### src/rtl/core/ssfa_fifo.sv
`timescale 1ns / 1ps
module ssfa_fifo #(
   parameter type T = logic [7:0]
) (
   input  logic clock,
   input  logic reset,
   input  logic push,
   input  T     push_data,
   output logic full,
   input  logic pop,
   output T     head,
   output logic empty
);
   T           slot_ff [2];
   logic       wr_ff, wr_in;
   logic       rd_ff, rd_in;
   logic [1:0] count_ff, count_in;
   logic       do_push, do_pop;

   assign full    = (count_ff == 2'd2);
   assign empty   = (count_ff == 2'd0);
   assign head    = slot_ff[rd_ff];
   assign do_push = push && !full;
   assign do_pop  = pop && !empty;

   always_comb begin
      wr_in    = do_push ? !wr_ff : wr_ff;
      rd_in    = do_pop ? !rd_ff : rd_ff;
      count_in = count_ff + 2'(do_push) - 2'(do_pop);
   end

   always_ff @(posedge clock) begin
      if (reset) begin
         wr_ff    <= 1'b0;
         rd_ff    <= 1'b0;
         count_ff <= 2'd0;
      end else begin
         wr_ff    <= wr_in;
         rd_ff    <= rd_in;
         count_ff <= count_in;
      end
      if (do_push) begin
         slot_ff[wr_ff] <= push_data;
      end
   end
endmodule

### config.mk
export PLATFORM = sky130hd
export DESIGN_NAME = ssfa_fifo
export DESIGN_NICKNAME = d
export VERILOG_FILES = /design/src/rtl/core/ssfa_fifo.sv
export SDC_FILE = /design/constraint.sdc
export NUM_CORES = 1
export LEC_CHECK = 0
export ABC_AREA = 1
export BUFFER_PORTS_ARGS = -buffer_cell sky130_fd_sc_hd__buf_4
export CAP_MARGIN = 20
export CORE_MARGIN = 3
export CORE_UTILIZATION = 45
export CTS_BUF_LIST = sky130_fd_sc_hd__clkbuf_4 sky130_fd_sc_hd__clkbuf_8
export DETAILED_ROUTE_END_ITERATION = 8
export GPL_TIMING_DRIVEN = 0
export PLACE_DENSITY_LB_ADDON = 0.2
export SLEW_MARGIN = 5
export SYNTH_ARGS = -nofsm -noshare
export SYNTH_HDL_FRONTEND = slang
export SYNTH_SLANG_ARGS = --single-unit
### constraint.sdc
create_clock -name clock -period 1.8 [get_ports clock]
set_input_delay 0.18 -clock clock [delete_from_list [all_inputs] [get_ports clock]]
set_output_delay 0.18 -clock clock [all_outputs]
set_load 0.02 [all_outputs]
==> run summary <==
Switching fraction of total power: 33.6%. The routed design uses 714 um of met2 wire. The worst setup path is launched from a flop. The height of the chip came out at 49.9 um.

Across all layers, the routed design uses 518 vias. For the worst setup path, the data arrival time is 1.77 ns. Synthesis produced a netlist whose cell count is 64. For this run, the detailed router's first-pass iteration total came to 4. The repair_antennas step left the layout with diodes totalling 0. For the total internal power, the log shows 990 uW. Setup violations remaining at the end of the flow were counted as 0. The tool flagged a number of max-cap violations equal to 0.

After synthesis the netlist holds a flip-flop and latch count of 21. The synthesized net count is 78. Along the worst path, the maximum fanout reaches 4. The run gives 0 as the overflow left after global routing.

Across the VDD grid, the largest voltage drop is 0.719 mV. During I/O placement, the number of pins put on the boundary was 22. In the final routed layout, each cell accounts on average for 11.6 um. For the maximum buffer depth of the clock tree, the log shows 2. Number of design rule violations left after detail routing: 0. The leakage power is 0.000486 uW. In this run the cell area measured after placement is 1060 um2. The hold slack was 0.0400 ns.

The HPWL reported at the end of detailed placement was 1030 um. The detailed-route wire length on metal 1 was 518 um; the number of violations reported at the end of detailed-routing iteration 0 was 2. The flow ran to the end, and the final reports show no timing, DRC or antenna violations. Count of synthesis-stage warnings from yosys: 0. After synthesis, the netlist uses 11 different library cells.

The initial utilization of the core area, before any placement, comes to 48.7%. The data required time of the critical path is 1.99 ns, and the detail-routed via count per cell is 4.54. In this run, post-CTS repair resized a total of 0 instances.

Compared with the post-synthesis result, the final layout area differs by 24.9%. The core region is 1780 um2. In this run, post-CTS hold repair placed 0 buffers.

Summed instance area of the synthesized netlist: 868 um2. The worst setup path category is reg -> reg. In the detailed route, the total length drawn on met3 is 74 um. Number of buffers created by CTS: 3. The most common library cell in the layout ignoring fill and taps is sky130_fd_sc_hd__buf_4.

Across the routed clock network, the largest skew measured is 0.00913 ns. The synthesized area divided by synthesized cell count was 13.6 um2. TritonCTS built the clock tree.

Combinational cells account for 40.9% of the total power. The via count of the first global-routing pass was 573. From left edge to right edge, the die measures 49.9 um.

For the total wirelength of the detailed-routed design, the log shows 1320 um. The count of nets left with antenna violations once routing finished came out at 0. The clock network accounts for 14.3% of the total power.

The number of hold-slack violations in the final timing report came out at 0. Row generation in the floorplan step produced 15 rows. The post-route setup TNS was 0 ns. At the end of the flow the core is filled with cells to 60.8%. With fillers left out, the area of the finished cells amounts to 1080 um2. By area the synthesized netlist is led by sky130_fd_sc_hd__edfxtp_1, sky130_fd_sc_hd__mux2_4, sky130_fd_sc_hd__dfxtp_1. At the pin with the least slew margin, the transition time is 0.673 ns. The run gives 0.22 ns as the register-to-register setup slack. In the layout the commonest cells are sky130_fd_sc_hd__buf_4, sky130_fd_sc_hd__edfxtp_1, sky130_fd_sc_hd__inv_1.

The tree is rooted in a sky130_fd_sc_hd__clkbuf_4. Clock tree synthesis found a total of 21 sinks. The placer congestion estimate was 0.676. The final period demand of the worst path was 1.58 ns. The tools report the final count of pins violating max slew as 0.

For this run, the top clock speed supported by timing is 0.633 GHz. Entering global routing, the biggest net connects 13 pins. Input and output buffers added on the ports amount to 21. The worst setup path is captured at a flop.

The logs give 0.29 ns for the clock latency on the worst-skew pair and 0 for the number of antenna violations at the first check in global routing. After synthesis, the largest area contributor takes up 55.3% of total cell area. The total number of nets in the final design was 104; the layout cell share with drive strength beyond 1 was 40.4%. Setup repair after global routing left no endpoint under its margin. The minimum setup slack after placement is 0.181 ns, and the clock transition at the registers of the reported paths is 0.10 ns. For this run, the total global-route usage over all layers was measured as 12.6%.

Dividing total power by cell area gives a power density of 1370 nW/um2. Summing the sequential cell areas from Yosys gives 66.9% of the chip area. The net switching power came out at 500 uW.

In the post-route analysis, the smallest setup slack over all paths is 0.220 ns. Once the clock tree was built, the setup fixing pass inserted 0 buffers. The area of the die was 2490 um2; the wire length of the first global-routing pass was 2370 um. The tools report the count of H-tree levels built during CTS as 1. Routed signal wires occupy layers up through met4. For the sequential cell fraction of total power, the log shows 44.8%. The largest total area in the synthesized netlist belongs to sky130_fd_sc_hd__edfxtp_1.

The final critical-path share of the clock period was 87.8%. Worst min-delay path category: in -> reg. The worst pin sits at a relative slew slack of 55.0%.
-- state kept, by name, indices dropped and copies added, names as in the netlist, named ones only --
signal,count
wr_ff,1
slot_ff,16
count_ff,2
rd_ff,1
-- per-layer routing --
| metal | track usage, % | up-vias |
|---|---|---|
| met1 | 14.0 | 239 |
| met2 | 22.7 | 14 |
| met4 | 5.53 | 0 |
| met3 | 3.02 | 2 |
| met5 | 0 | - |
| li1 | - | 263 |
-- stage by stage --
stage	std cells	total power [uW]
after floorplan	64	1090
final	114	1490
after detailed placement	110	1300
after global routing	114	1600
after global placement	110	1270
after CTS	114	1510
-- power groups by stage --
stage	logic (uW)	clock network [uW]	registers (uW)
3_3_place_gp	601	0	673
6_report	610	213	667
4_1_cts	621	224	668
3_5_place_dp	619	0	680
5_1_grt	675	248	679
2_1_floorplan	426	0	667
-- cell type report --
type | count | area (um2)
Fill cell | 159 | 698
Sequential cell | 21 | 581
Multi-Input combinational cell | 32 | 239
Timing Repair Buffer | 21 | 158
Inverter | 10 | 37.5
Tap cell | 25 | 31.3
Clock buffer | 3 | 22.5
Buffer | 1 | 11.3
Clock inverter | 1 | 5.00
-- critical path, cell delays in order, from the launching register on --
cell and delay, ns:
sky130_fd_sc_hd__dfxtp_1 0.40, sky130_fd_sc_hd__inv_1 0.07, sky130_fd_sc_hd__nand2_1 0.12, sky130_fd_sc_hd__nand2_1 0.09
sky130_fd_sc_hd__ha_1 0.28, sky130_fd_sc_hd__inv_1 0.04, sky130_fd_sc_hd__ha_1 0.17, sky130_fd_sc_hd__inv_1 0.05
sky130_fd_sc_hd__nand2_1 0.06, sky130_fd_sc_hd__a21oi_1 0.15, sky130_fd_sc_hd__nor2_1 0.06
-- path summary, 6_finish.rpt --
kind / to / depth (start not counted) / startpoint
max reg2reg: count_ff[1]$_SDFF_PP0_ / 10 / count_ff[0]$_SDFF_PP0_
min reg2reg: rd_ff$_SDFFE_PP0P_ / 2 / rd_ff$_SDFFE_PP0P_
max: count_ff[1]$_SDFF_PP0_ / 10 / count_ff[0]$_SDFF_PP0_
min: count_ff[0]$_SDFF_PP0_ / 2 / reset
-- Yosys cell counts --
| library cell | number |
|---|---|
| sky130_fd_sc_hd__a21oi_1 | 2 |
| sky130_fd_sc_hd__buf_6 | 1 |
| sky130_fd_sc_hd__dfxtp_1 | 5 |
| sky130_fd_sc_hd__edfxtp_1 | 16 |
| sky130_fd_sc_hd__ha_1 | 2 |
| sky130_fd_sc_hd__inv_1 | 10 |
| sky130_fd_sc_hd__mux2_4 | 8 |
| sky130_fd_sc_hd__nand2_1 | 8 |
| sky130_fd_sc_hd__nand3_1 | 3 |
| sky130_fd_sc_hd__nor2_1 | 7 |
| sky130_fd_sc_hd__nor2_2 | 2 |
-- cell families (layout without fill, tap and decap cells) --
logic type	Yosys count	in the layout	share of synthesized area [%]
multiplexers	8	8	13.8
AO/OA/AOI/OAI	2	2	1.15
buffers and inverters	11	36	5.62
AND/OR/NAND/NOR	20	20	9.65
flip-flops	21	21	66.9
adder cells (fa/ha/maj)	2	2	2.88
Note: power is estimated with default switching activity, not from simulation.
