## src/rtl/core/ssfa_pkg.sv

```systemverilog
`timescale 1ns / 1ps
package ssfa_pkg;

   localparam int MAX_VECTORS = 256;
   localparam int VEC_AW      = 8;
   localparam int VEC_CW      = VEC_AW + 1;
   localparam int MAX_SHELLS  = 64;
   localparam int SHELL_AW    = 6;
   localparam int SHELL_CW    = SHELL_AW + 1;
   localparam int TRIG_DEPTH  = 1024;
   localparam int TRIG_AW     = 10;
   localparam int QTR_AW      = TRIG_AW - 2;
   localparam int QUARTER     = TRIG_DEPTH / 4;
   localparam int SUM_W       = 28;
   localparam int TERM_W      = 16;
   localparam int WAVE_W      = 6;
   localparam int POS_W       = 16;
   localparam int ACC_W       = 64;
   localparam int WAVE_REC_W  = 3 * WAVE_W + SHELL_AW;
   localparam int SUM_REC_W   = 2 * SUM_W;
   localparam int ACC_REC_W   = ACC_W + 1;

   typedef enum logic [1:0] {
      MODE_LOAD     = 2'd0,
      MODE_PARTICLE = 2'd1,
      MODE_READ     = 2'd2,
      MODE_CLEAR    = 2'd3
   } mode_type;

   typedef enum logic {
      CSR_ACTIVE_VECTORS = 1'b0,
      CSR_SHELL_COUNT    = 1'b1
   } csr_index_type;

   typedef struct packed {
      mode_type                   mode;
      logic [VEC_AW-1:0]          vector_index;
      logic [SHELL_AW-1:0]        shell_index;
      logic signed [WAVE_W-1:0]   wave_x;
      logic signed [WAVE_W-1:0]   wave_y;
      logic signed [WAVE_W-1:0]   wave_z;
      logic [POS_W-1:0]           pos_x;
      logic [POS_W-1:0]           pos_y;
      logic [POS_W-1:0]           pos_z;
      logic                       last_particle;
   } cmd_type;

   typedef struct packed {
      logic [ACC_W-1:0] shell_sum;
      logic [8:0]       vector_count;
      logic [15:0]      frame_count;
      logic             sum_saturated;
   } rsp_type;

   // sine of j quarter-table steps, Q.14, odd polynomial in Q.30
   function automatic logic [14:0] quarter_sine(int unsigned j);
      longint unsigned t;
      longint unsigned t2;
      longint unsigned acc;
      longint unsigned v;
      t   = 64'(j) << (32 - TRIG_AW);
      t2  = (t * t) >> 30;
      acc = 64'd172272;
      acc = 64'd5026991 - ((acc * t2) >> 30);
      acc = 64'd85569306 - ((acc * t2) >> 30);
      acc = 64'd693598668 - ((acc * t2) >> 30);
      acc = 64'd1686629713 - ((acc * t2) >> 30);
      v   = (acc * t) >> 30;
      v   = (v + 64'd32768) >> 16;
      if (v > 64'd16384) begin
         v = 64'd16384;
      end
      return 15'(v);
   endfunction

   typedef logic [14:0] sine_lut_type [QUARTER+1];

   function automatic sine_lut_type build_sine_lut();
      sine_lut_type lut;
      int unsigned  j;
      for (j = 0; j <= QUARTER; j++) begin
         lut[j] = quarter_sine(j);
      end
      return lut;
   endfunction

   localparam sine_lut_type SINE_LUT = build_sine_lut();

endpackage

```

## src/rtl/core/ssfa_fifo.sv

```systemverilog
`timescale 1ns / 1ps
module ssfa_fifo #(
   parameter type T = logic [7:0]
) (
   input  logic clock,
   input  logic reset,
   input  logic push,
   input  T     push_data,
   output logic full,
   input  logic pop,
   output T     head,
   output logic empty
);
   T           slot_ff [2];
   logic       wr_ff, wr_in;
   logic       rd_ff, rd_in;
   logic [1:0] count_ff, count_in;
   logic       do_push, do_pop;

   assign full    = (count_ff == 2'd2);
   assign empty   = (count_ff == 2'd0);
   assign head    = slot_ff[rd_ff];
   assign do_push = push && !full;
   assign do_pop  = pop && !empty;

   always_comb begin
      wr_in    = do_push ? !wr_ff : wr_ff;
      rd_in    = do_pop ? !rd_ff : rd_ff;
      count_in = count_ff + 2'(do_push) - 2'(do_pop);
   end

   always_ff @(posedge clock) begin
      if (reset) begin
         wr_ff    <= 1'b0;
         rd_ff    <= 1'b0;
         count_ff <= 2'd0;
      end else begin
         wr_ff    <= wr_in;
         rd_ff    <= rd_in;
         count_ff <= count_in;
      end
      if (do_push) begin
         slot_ff[wr_ff] <= push_data;
      end
   end
endmodule

```

## src/rtl/core/ssfa_front.sv

```systemverilog
`timescale 1ns / 1ps
module ssfa_front (
   input  logic                clock,
   input  logic                reset,
   input  logic                req_push,
   output logic                req_full,
   input  ssfa_pkg::cmd_type   req_cmd,
   output ssfa_pkg::cmd_type   cmd,
   output logic                cmd_valid,
   input  logic                cmd_pop
);
   import ssfa_pkg::*;

   cmd_type cmd_clean;
   logic    cmd_empty;

   // pull the one out-of-range code back to the negative limit
   function automatic logic signed [WAVE_W-1:0] clamp_wave(logic signed [WAVE_W-1:0] k);
      logic signed [WAVE_W-1:0] r;
      r = k;
      if (k == {1'b1, {(WAVE_W-1){1'b0}}}) begin
         r = {1'b1, {(WAVE_W-2){1'b0}}, 1'b1};
      end
      return r;
   endfunction

   always_comb begin
      cmd_clean        = req_cmd;
      cmd_clean.wave_x = clamp_wave(req_cmd.wave_x);
      cmd_clean.wave_y = clamp_wave(req_cmd.wave_y);
      cmd_clean.wave_z = clamp_wave(req_cmd.wave_z);
   end

   ssfa_fifo #(.T(cmd_type)) u_cmd_queue (
      .clock     (clock),
      .reset     (reset),
      .push      (req_push),
      .push_data (cmd_clean),
      .full      (req_full),
      .pop       (cmd_pop),
      .head      (cmd),
      .empty     (cmd_empty)
   );

   assign cmd_valid = !cmd_empty;
endmodule

```

## config.mk

```make
export PLATFORM = sky130hd
export DESIGN_NAME = ssfa_front
export DESIGN_NICKNAME = d
export VERILOG_FILES = /design/src/rtl/core/ssfa_pkg.sv /design/src/rtl/core/ssfa_fifo.sv /design/src/rtl/core/ssfa_front.sv
export SDC_FILE = /design/constraint.sdc
export NUM_CORES = 1
export LEC_CHECK = 0
export BUFFER_PORTS_ARGS = -buffer_cell sky130_fd_sc_hd__buf_4
export CAP_MARGIN = 20
export CORE_ASPECT_RATIO = 1.5
export CORE_MARGIN = 2
export CORE_UTILIZATION = 50
export CTS_BUF_LIST = sky130_fd_sc_hd__clkbuf_8 sky130_fd_sc_hd__clkbuf_16
export DETAILED_ROUTE_END_ITERATION = 8
export PLACE_DENSITY_LB_ADDON = 0.1
export SLEW_MARGIN = 20
export SYNTH_ARGS = -nofsm -noshare
export SYNTH_HDL_FRONTEND = slang
export SYNTH_HIERARCHICAL = 1
export SYNTH_SLANG_ARGS = --single-unit
```

## constraint.sdc

```tcl
create_clock -name clock -period 5.7 [get_ports clock]
set_input_delay 0.285 -clock clock [delete_from_list [all_inputs] [get_ports clock]]
set_output_delay 0.285 -clock clock [all_outputs]
set_load 0.005 [all_outputs]
```

==> impl_metrics.py, run 1 <==
metrics = {
    "worst_setup_path": {
        "crit_chain": "buf_4, mux2_2, buf_4",
        "r2r-end": "u_cmd_queue/slot_ff[0][9]$_DFFE_PP_",
        "start_kind": "register",
        "path_max_fanout": 47,
        "crit_type": "reg -> out",
        "r2r_cells": 5,
        "rrSetupSlack_ps": 3260,
        "endpoint_kind": "output port",
        "required_ps": 5410,
        "r2r_start": "u_cmd_queue/count_ff[0]$_SDFF_PP0_",
        "crit_arrival_ps": 2300,
        "slowest_delay_ps": 670,
        "crit_path_top_delay_cell": "dfxtp_4",
        "cpMostUsedCell": "buf_4",
    },
    "synthesis": {
        "ys_seq_elements": 171,
        "synth_top_area_share_pct": 78.43,
        "yosys_warnings": 6,
        "synth_top_area_cell": "edfxtp_1",
        "synth_area_sq_um": 6356,
        "synthCells": 307,
        "syn_avg_cell_area_sq_um": 20.70,
        "ys_seq_area_share_pct": 80.00,
        "synthesis.nets": 396,
        "synthTopCellsByArea": "edfxtp_1, mux2_2, dfxtp_1",
        "ys_types": 28,
    },
    "clock_tree": {
        "clk_path_buf_depth": 2,
        "cts_post_setup_buffers_inserted": 0,
        "cts_max_level": 4,
        "clkSinkCount": 171,
        "cts_tree": "yes",
        "numCtsBuffers": 17,
        "clkTransAtPathRegs_ps": 70,
        "ctsHoldBuffers": 0,
        "cts_resized": 0,
        "clock_latency_ps": 410,
        "cts-root-buf": "clkbuf_16",
    },
    "timing": {
        "final_max_slew_viol_count": 0,
        "min_period_over_period_pct": 45.35,
        "fin_hold_ws_ps": 54.11,
        "worst_pin_slew_ps": 751.3,
        "setup_tns_ps": 0,
        "max_freq_mhz": 386.9,
        "rsz0062_at_grt": "no",
        "hold_viol_final": 0,
        "finClkSkew_ps": 9.493,
        "finalSetupViolations": 0,
        "relSlewSlack_pct": 49.91,
        "period_minus_slack_ps": 2585,
    },
    "floorplanning": {
        "dieWidth_microns": 96.06,
        "core_sq_um": 12450,
        "start_util_pct": 51.06,
        "io-pin-count": 172,
        "die_h_microns": 142.1,
        "rows": 50,
        "dieArea_sq_um": 13650,
    },
    "power_and_ir_drop": {
        "power.leakage_nw": 3.107,
        "ir_worst_vdd_v": 0.0002741,
        "power.density_nw_per_um2": 440.7,
    },
    "placement": {
        "numPortBuffers": 171,
        "dp_hpwl_mm": 7.625,
        "gp_congestion": 0.7165,
        "place_area_sq_um": 7712,
        "dp.cells": 613,
    },
    "hold_path": {
        "hold_start": "req_cmd[70]",
        "hold_path.class": "in -> reg",
        "hold_end": "u_cmd_queue/slot_ff[1][70]$_DFFE_PP_",
        "hold_depth": 1,
    },
    "layout": {
        "drive_gt1_share_pct": 59.84,
        "layout_common_cells": "buf_4, edfxtp_1, mux2_2",
        "nets": 565,
        "instances_no_fill": 644,
        "antenna_cells": 0,
        "layout_commonest_cell": "buf_4",
        "fin_area_sq_um": 8263,
        "area_growth_pct": 30.00,
    },
    "drt": {
        "ant_nets": 0,
        "via_per_inst": 5.053,
        "drt_iter0_drc": 177,
        "wirelength_mm": 11.53,
        "dr.pass1.iters": 4,
        "drt-wirelength-per-cell_microns": 17.90,
        "drc": 0,
        "vias": 3254,
    },
    "global_routing": {
        "grt_antenna_before_repair": 0,
        "grt_pass1_wl_mm": 17.04,
        "grt_max_degree": 55,
        "grt_use_total_pct": 17.14,
        "grt_pass1_vias": 3421,
        "gr-total-overflow": 0,
    },
    "status": {
        "outcome": "finished, final reports clean",
    },
    "run": {
        "cap_violations": 0,
    },
}
[sequential cells by signal (all words and copies together) (netlist names), named ones only]
| register | flops |
|---|---|
| u_cmd_queue/slot_ff | 166 |
| u_cmd_queue/count_ff | 2 |
| u_cmd_queue/rd_ff | 1 |
| u_cmd_queue/wr_ff | 1 |
[per-layer routing]
layer	global-route usage [%]	vias up	wire length, microns
li1	-	1521	-
met1	17.92	1612	4251
met2	30.12	107	6301
met3	6.568	14	744
met4	7.143	0	227
met5	0	-	0
[synth_stat cells (all sizes together)]
cell / n
nand2: 1
mux2: 83
or3: 1
dlygate4sd3: 1
nor2b: 1
and2: 1
or4b: 1
nor3: 1
edfxtp: 166
dfxtp: 5
o21a: 1
buf: 9
nand2b: 1
nor2: 4
inv: 5
xor2: 1
o21ai: 1
clkbuf: 14
a21o: 2
nor4: 2
a21oi: 1
o21bai: 1
ha: 2
xnor2: 1
and3: 1
[cells by family after synthesis]
logic type | share of synthesized area [%]
buffers and inverters | 2.716
DFF | 80.00
AOI/OAI and AO/OA | 0.6298
adders and majority gates | 0.3936
muxes | 14.70
and+or+nand+nor | 1.280
xor gates and xnor gates | 0.2756
[per-stage QoR]
stage,util (%),worst slack (ps),total power [mW]
5_1_grt,66.37,2983,3.815
6_report,66.37,3115,3.642
3_3_place_gp,61.95,3272,2.616
2_1_floorplan,-,2792,2.185
3_5_place_dp,61.95,3243,2.638
4_1_cts,66.37,3063,3.696
[final cells by class]
| type | count | area (sq um) |
|---|---|---|
| fillers | 898 | 4187 |
| well taps | 156 | 195.2 |
| multi-input cells | 107 | 1102 |
| repair buffers | 174 | 1306 |
| inverters | 5 | 20.02 |
| flip-flops and latches | 171 | 5089 |
| clock inverters | 14 | 125.1 |
| clock buffers | 17 | 425.4 |
[critical path, delay by kind of cell (launching register included)]
kind,cells,cell delay (ps)
buffers and inverters,2,750
muxes,1,430
DFF,1,670
[power by group]
part / switching (mW) / internal [mW]
clock network: 0.452 / 0.600
registers: 0.0806 / 1.61
logic: 0.378 / 0.527
[how the worst max path moves through the flow]
stage,start,endpoint,slack [ps],cells past startpoint
final,register,cmd[42],3120,3
after global routing,register,cmd[42],2980,3
after global placement,u_cmd_queue/count_ff[0]$_SDFF_PP0_,u_cmd_queue/slot_ff[0][8]$_DFFE_PP_,3270,5
after floorplan,u_cmd_queue/count_ff[0]$_SDFF_PP0_,u_cmd_queue/slot_ff[0][0]$_DFFE_PP_,2790,4
after detailed placement,u_cmd_queue/count_ff[0]$_SDFF_PP0_,u_cmd_queue/slot_ff[0][3]$_DFFE_PP_,3240,5
after CTS,register,cmd[42],3060,3
Note: power is estimated with default switching activity, not from simulation.
==> run 2: changes to the inputs <==
--- a/config.mk
+++ b/config.mk
@@ -5,11 +5,12 @@
 export SDC_FILE = /design/constraint.sdc
 export NUM_CORES = 1
 export LEC_CHECK = 0
+export ABC_AREA = 1
 export BUFFER_PORTS_ARGS = -buffer_cell sky130_fd_sc_hd__buf_4
 export CAP_MARGIN = 20
 export CORE_ASPECT_RATIO = 1.5
 export CORE_MARGIN = 2
-export CORE_UTILIZATION = 50
+export CORE_UTILIZATION = 48
 export CTS_BUF_LIST = sky130_fd_sc_hd__clkbuf_8 sky130_fd_sc_hd__clkbuf_16
 export DETAILED_ROUTE_END_ITERATION = 8
 export PLACE_DENSITY_LB_ADDON = 0.1
==> constraint.sdc (replaced) <==
create_clock -name clock -period 2.27 [get_ports clock]
set_input_delay 0.1135 -clock clock [delete_from_list [all_inputs] [get_ports clock]]
set_output_delay 0.1135 -clock clock [all_outputs]
set_load 0.005 [all_outputs]
==> run 2 against run 1 <==
Core utilization up 2.9 points. Combinational power grew to 2.8 times the previous value. First-iteration DRC count down 31%. Clock power grew to 2.7 times the previous value. Largest cell class unchanged. Critical endpoint is now cmd[2]. Clock skew is 0.82 ps lower. Final area is 16% higher. Global-route usage increased by 0.21 points. Synthesized cell count rose by 7.5%. Sequential share of layout area shrank 8.6 points. Register-to-register slack lost 2700 ps. Count of clock-buffer cells in the layout unchanged. Via count grew 13%.
==> impl_metrics.py, run 2 <==
metrics = {
    "hold_path": {
        "hold_depth": 2,
        "hold_end": "u_cmd_queue/slot_ff[0][31]$_DFFE_PP_",
        "hold_start": "req_cmd[31]",
        "hold_path.class": "in -> reg",
    },
    "floorplanning": {
        "die_h_microns": 148.9,
        "dieArea_sq_um": 14980,
        "rows": 53,
        "dieWidth_microns": 100.6,
        "start_util_pct": 48.47,
        "io-pin-count": 172,
        "core_sq_um": 13860,
    },
    "synthesis": {
        "ys_seq_elements": 171,
        "async_flop_share_pct": 0,
        "synth_area_sq_um": 6718,
        "yosysMostFrequentCell": "edfxtp_1",
        "synthTopCellsByArea": "edfxtp_1, mux2_4, mux2_2",
        "synthCells": 330,
        "synth_top_area_share_pct": 74.20,
        "syn_avg_cell_area_sq_um": 20.36,
        "ys_types": 14,
        "synth_common_cells": "edfxtp_1, mux2_4, inv_1",
        "yosys_warnings": 6,
        "synth_top_area_cell": "edfxtp_1",
        "synth_ff_type": "edfxtp_1",
        "ys_seq_area_share_pct": 75.69,
        "synthesis.nets": 419,
        "synth_edf_count": 166,
    },
    "layout": {
        "nets": 681,
        "area_growth_pct": 42.86,
        "layout_commonest_cell": "buf_4",
        "fillCellCount": 908,
        "instances_no_fill": 770,
        "top_regs": "u_cmd_queue/slot_ff (166), u_cmd_queue/count_ff (2)",
        "largest_reg_flops": 166,
        "drive_gt1_share_pct": 48.93,
        "regMostFlops": "u_cmd_queue/slot_ff",
        "antenna_cells": 0,
        "layout_common_cells": "buf_4, edfxtp_1, dlygate4sd3_1",
        "fin_area_sq_um": 9597,
    },
    "drt": {
        "vias": 3689,
        "via_per_inst": 4.791,
        "dr.pass1.iters": 5,
        "ant_nets": 0,
        "wirelength_mm": 12.71,
        "drc": 0,
        "drt-wirelength-per-cell_microns": 16.51,
        "drt_iter0_drc": 123,
    },
    "power_and_ir_drop": {
        "power.leakage_nw": 3.842,
        "sw_frac_of_total_pct": 24.25,
        "post-layout-total-power_mw": 9.633,
        "combPwrFrac_pct": 26.6,
        "seqPwrFrac_pct": 43.6,
        "switchingPower_mw": 2.336,
        "clkPwrFrac_pct": 29.8,
        "internal_power_mw": 7.297,
        "power.density_nw_per_um2": 1004,
        "ir_worst_vdd_v": 0.0006576,
    },
    "timing": {
        "setup_tns_ps": 0,
        "min_period_over_period_pct": 87.73,
        "relSlewSlack_pct": 63.99,
        "worst_pin_slew_ps": 540.2,
        "setup_ws_ps": 278.6,
        "rsz0062_at_grt": "no",
        "period_minus_slack_ps": 1991,
        "finalSetupViolations": 0,
        "hold_viol_final": 0,
        "finClkSkew_ps": 8.677,
        "max_freq_mhz": 502.2,
        "final_max_slew_viol_count": 0,
    },
    "worst_setup_path": {
        "crit_type": "reg -> out",
        "r2r_cells": 10,
        "r2r_start": "u_cmd_queue/count_ff[0]$_SDFF_PP0_",
        "rrSetupSlack_ps": 590,
        "path_max_fanout": 25,
        "start_kind": "register",
        "r2r-end": "u_cmd_queue/count_ff[1]$_SDFF_PP0_",
        "crit_arrival_ps": 1880,
        "endpoint_kind": "output port",
        "required_ps": 2160,
    },
    "clock_tree": {
        "clkSinkCount": 171,
        "clk_path_buf_depth": 2,
        "cts_max_level": 4,
        "clock_latency_ps": 410,
        "cts_tree": "yes",
        "cts-root-buf": "clkbuf_16",
        "clkTransAtPathRegs_ps": 60,
        "cts_resized": 0,
        "numCtsBuffers": 17,
    },
    "global_routing": {
        "grt_max_degree": 54,
        "grt_use_total_pct": 17.35,
        "grt_antenna_before_repair": 0,
        "grt_pass1_vias": 3951,
        "gr-total-overflow": 0,
        "grt_pass1_wl_mm": 19.53,
    },
    "status": {
        "outcome": "finished, final reports clean",
    },
    "placement": {
        "dp.cells": 652,
        "pre_cts_slack_ps": 613.5,
        "place_area_sq_um": 8135,
        "numPortBuffers": 171,
        "gp_congestion": 0.7161,
        "dp_hpwl_mm": 8.105,
    },
    "run": {
        "cap_violations": 0,
    },
}
==> run 2: cell families (layout without fill, tap and decap cells) <==
logic type / after synthesis / in the layout / share of synthesized area, %
buf+inv: 40 / 315 / 4.060
flops: 171 / 171 / 75.69
simple gates: 32 / 32 / 1.900
mux: 83 / 83 / 17.82
fa+ha+maj: 2 / 2 / 0.3724
compound gates: 2 / 2 / 0.1490
==> run 2: repair_timing <==
action,CTS,global route
hold buffers,86,0
buffers inserted,0,0
endpoints found under the hold margin,171,0
==> run 2: layout make-up <==
| class | count | area (sq um) | share of cell area (%) |
|---|---|---|---|
| sequential | 171 | 5089 | 53.02 |
| timing repair buffer | 267 | 2270 | 23.65 |
| multi-input combinational | 119 | 1368 | 14.25 |
| inverter | 16 | 63.81 | 0.6649 |
| clock inverter | 15 | 175.2 | 1.825 |
| clock buffer | 17 | 425.4 | 4.433 |
| tap | 165 | 206.4 | 2.151 |
==> run 2: worst max-delay path by stage <==
stage	start	end	slack (ps)	depth (start not counted)
6_report	register	cmd[2]	280	3
3_3_place_gp	u_cmd_queue/count_ff[0]$_SDFF_PP0_	u_cmd_queue/slot_ff[1][54]$_DFFE_PP_	680	5
2_1_floorplan	u_cmd_queue/count_ff[0]$_SDFF_PP0_	u_cmd_queue/slot_ff[0][0]$_DFFE_PP_	40	4
4_1_cts	register	cmd[8]	240	3
3_5_place_dp	u_cmd_queue/count_ff[0]$_SDFF_PP0_	u_cmd_queue/slot_ff[1][13]$_DFFE_PP_	610	5
5_1_grt	register	cmd[2]	170	3
==> run 2: power by group through the flow <==
stage	combinational (mW)	clock [mW]	sequential (mW)
2_1_floorplan	1.52	0	4.17
3_3_place_gp	2.44	0	4.25
3_5_place_dp	2.47	0	4.27
4_1_cts	2.60	2.95	4.21
5_1_grt	2.75	3.08	4.25
6_report	2.56	2.87	4.20
==> run 2: layer usage <==
metal,wire length [microns],track usage [%]
met1,4603,17.86
met2,7384,32.80
met3,564,5.576
met4,159,5.137
met5,0,0
==> run 2: through the flow <==
| stage | hold WS [ps] | utilization, % |
|---|---|---|
| after global routing | 411.6 | 69.24 |
| after detailed placement | 286.9 | 58.70 |
| after floorplan | 184.7 | - |
| final | 429.5 | 69.24 |
| after global placement | 280.7 | 58.70 |
| after CTS | 385.4 | 69.24 |
==> run 2: worst max-delay path: stages (launching register included) <==
cell	delay (ps)
dfxtp_4	670
buf_4	300
mux2_2	360
buf_4	140
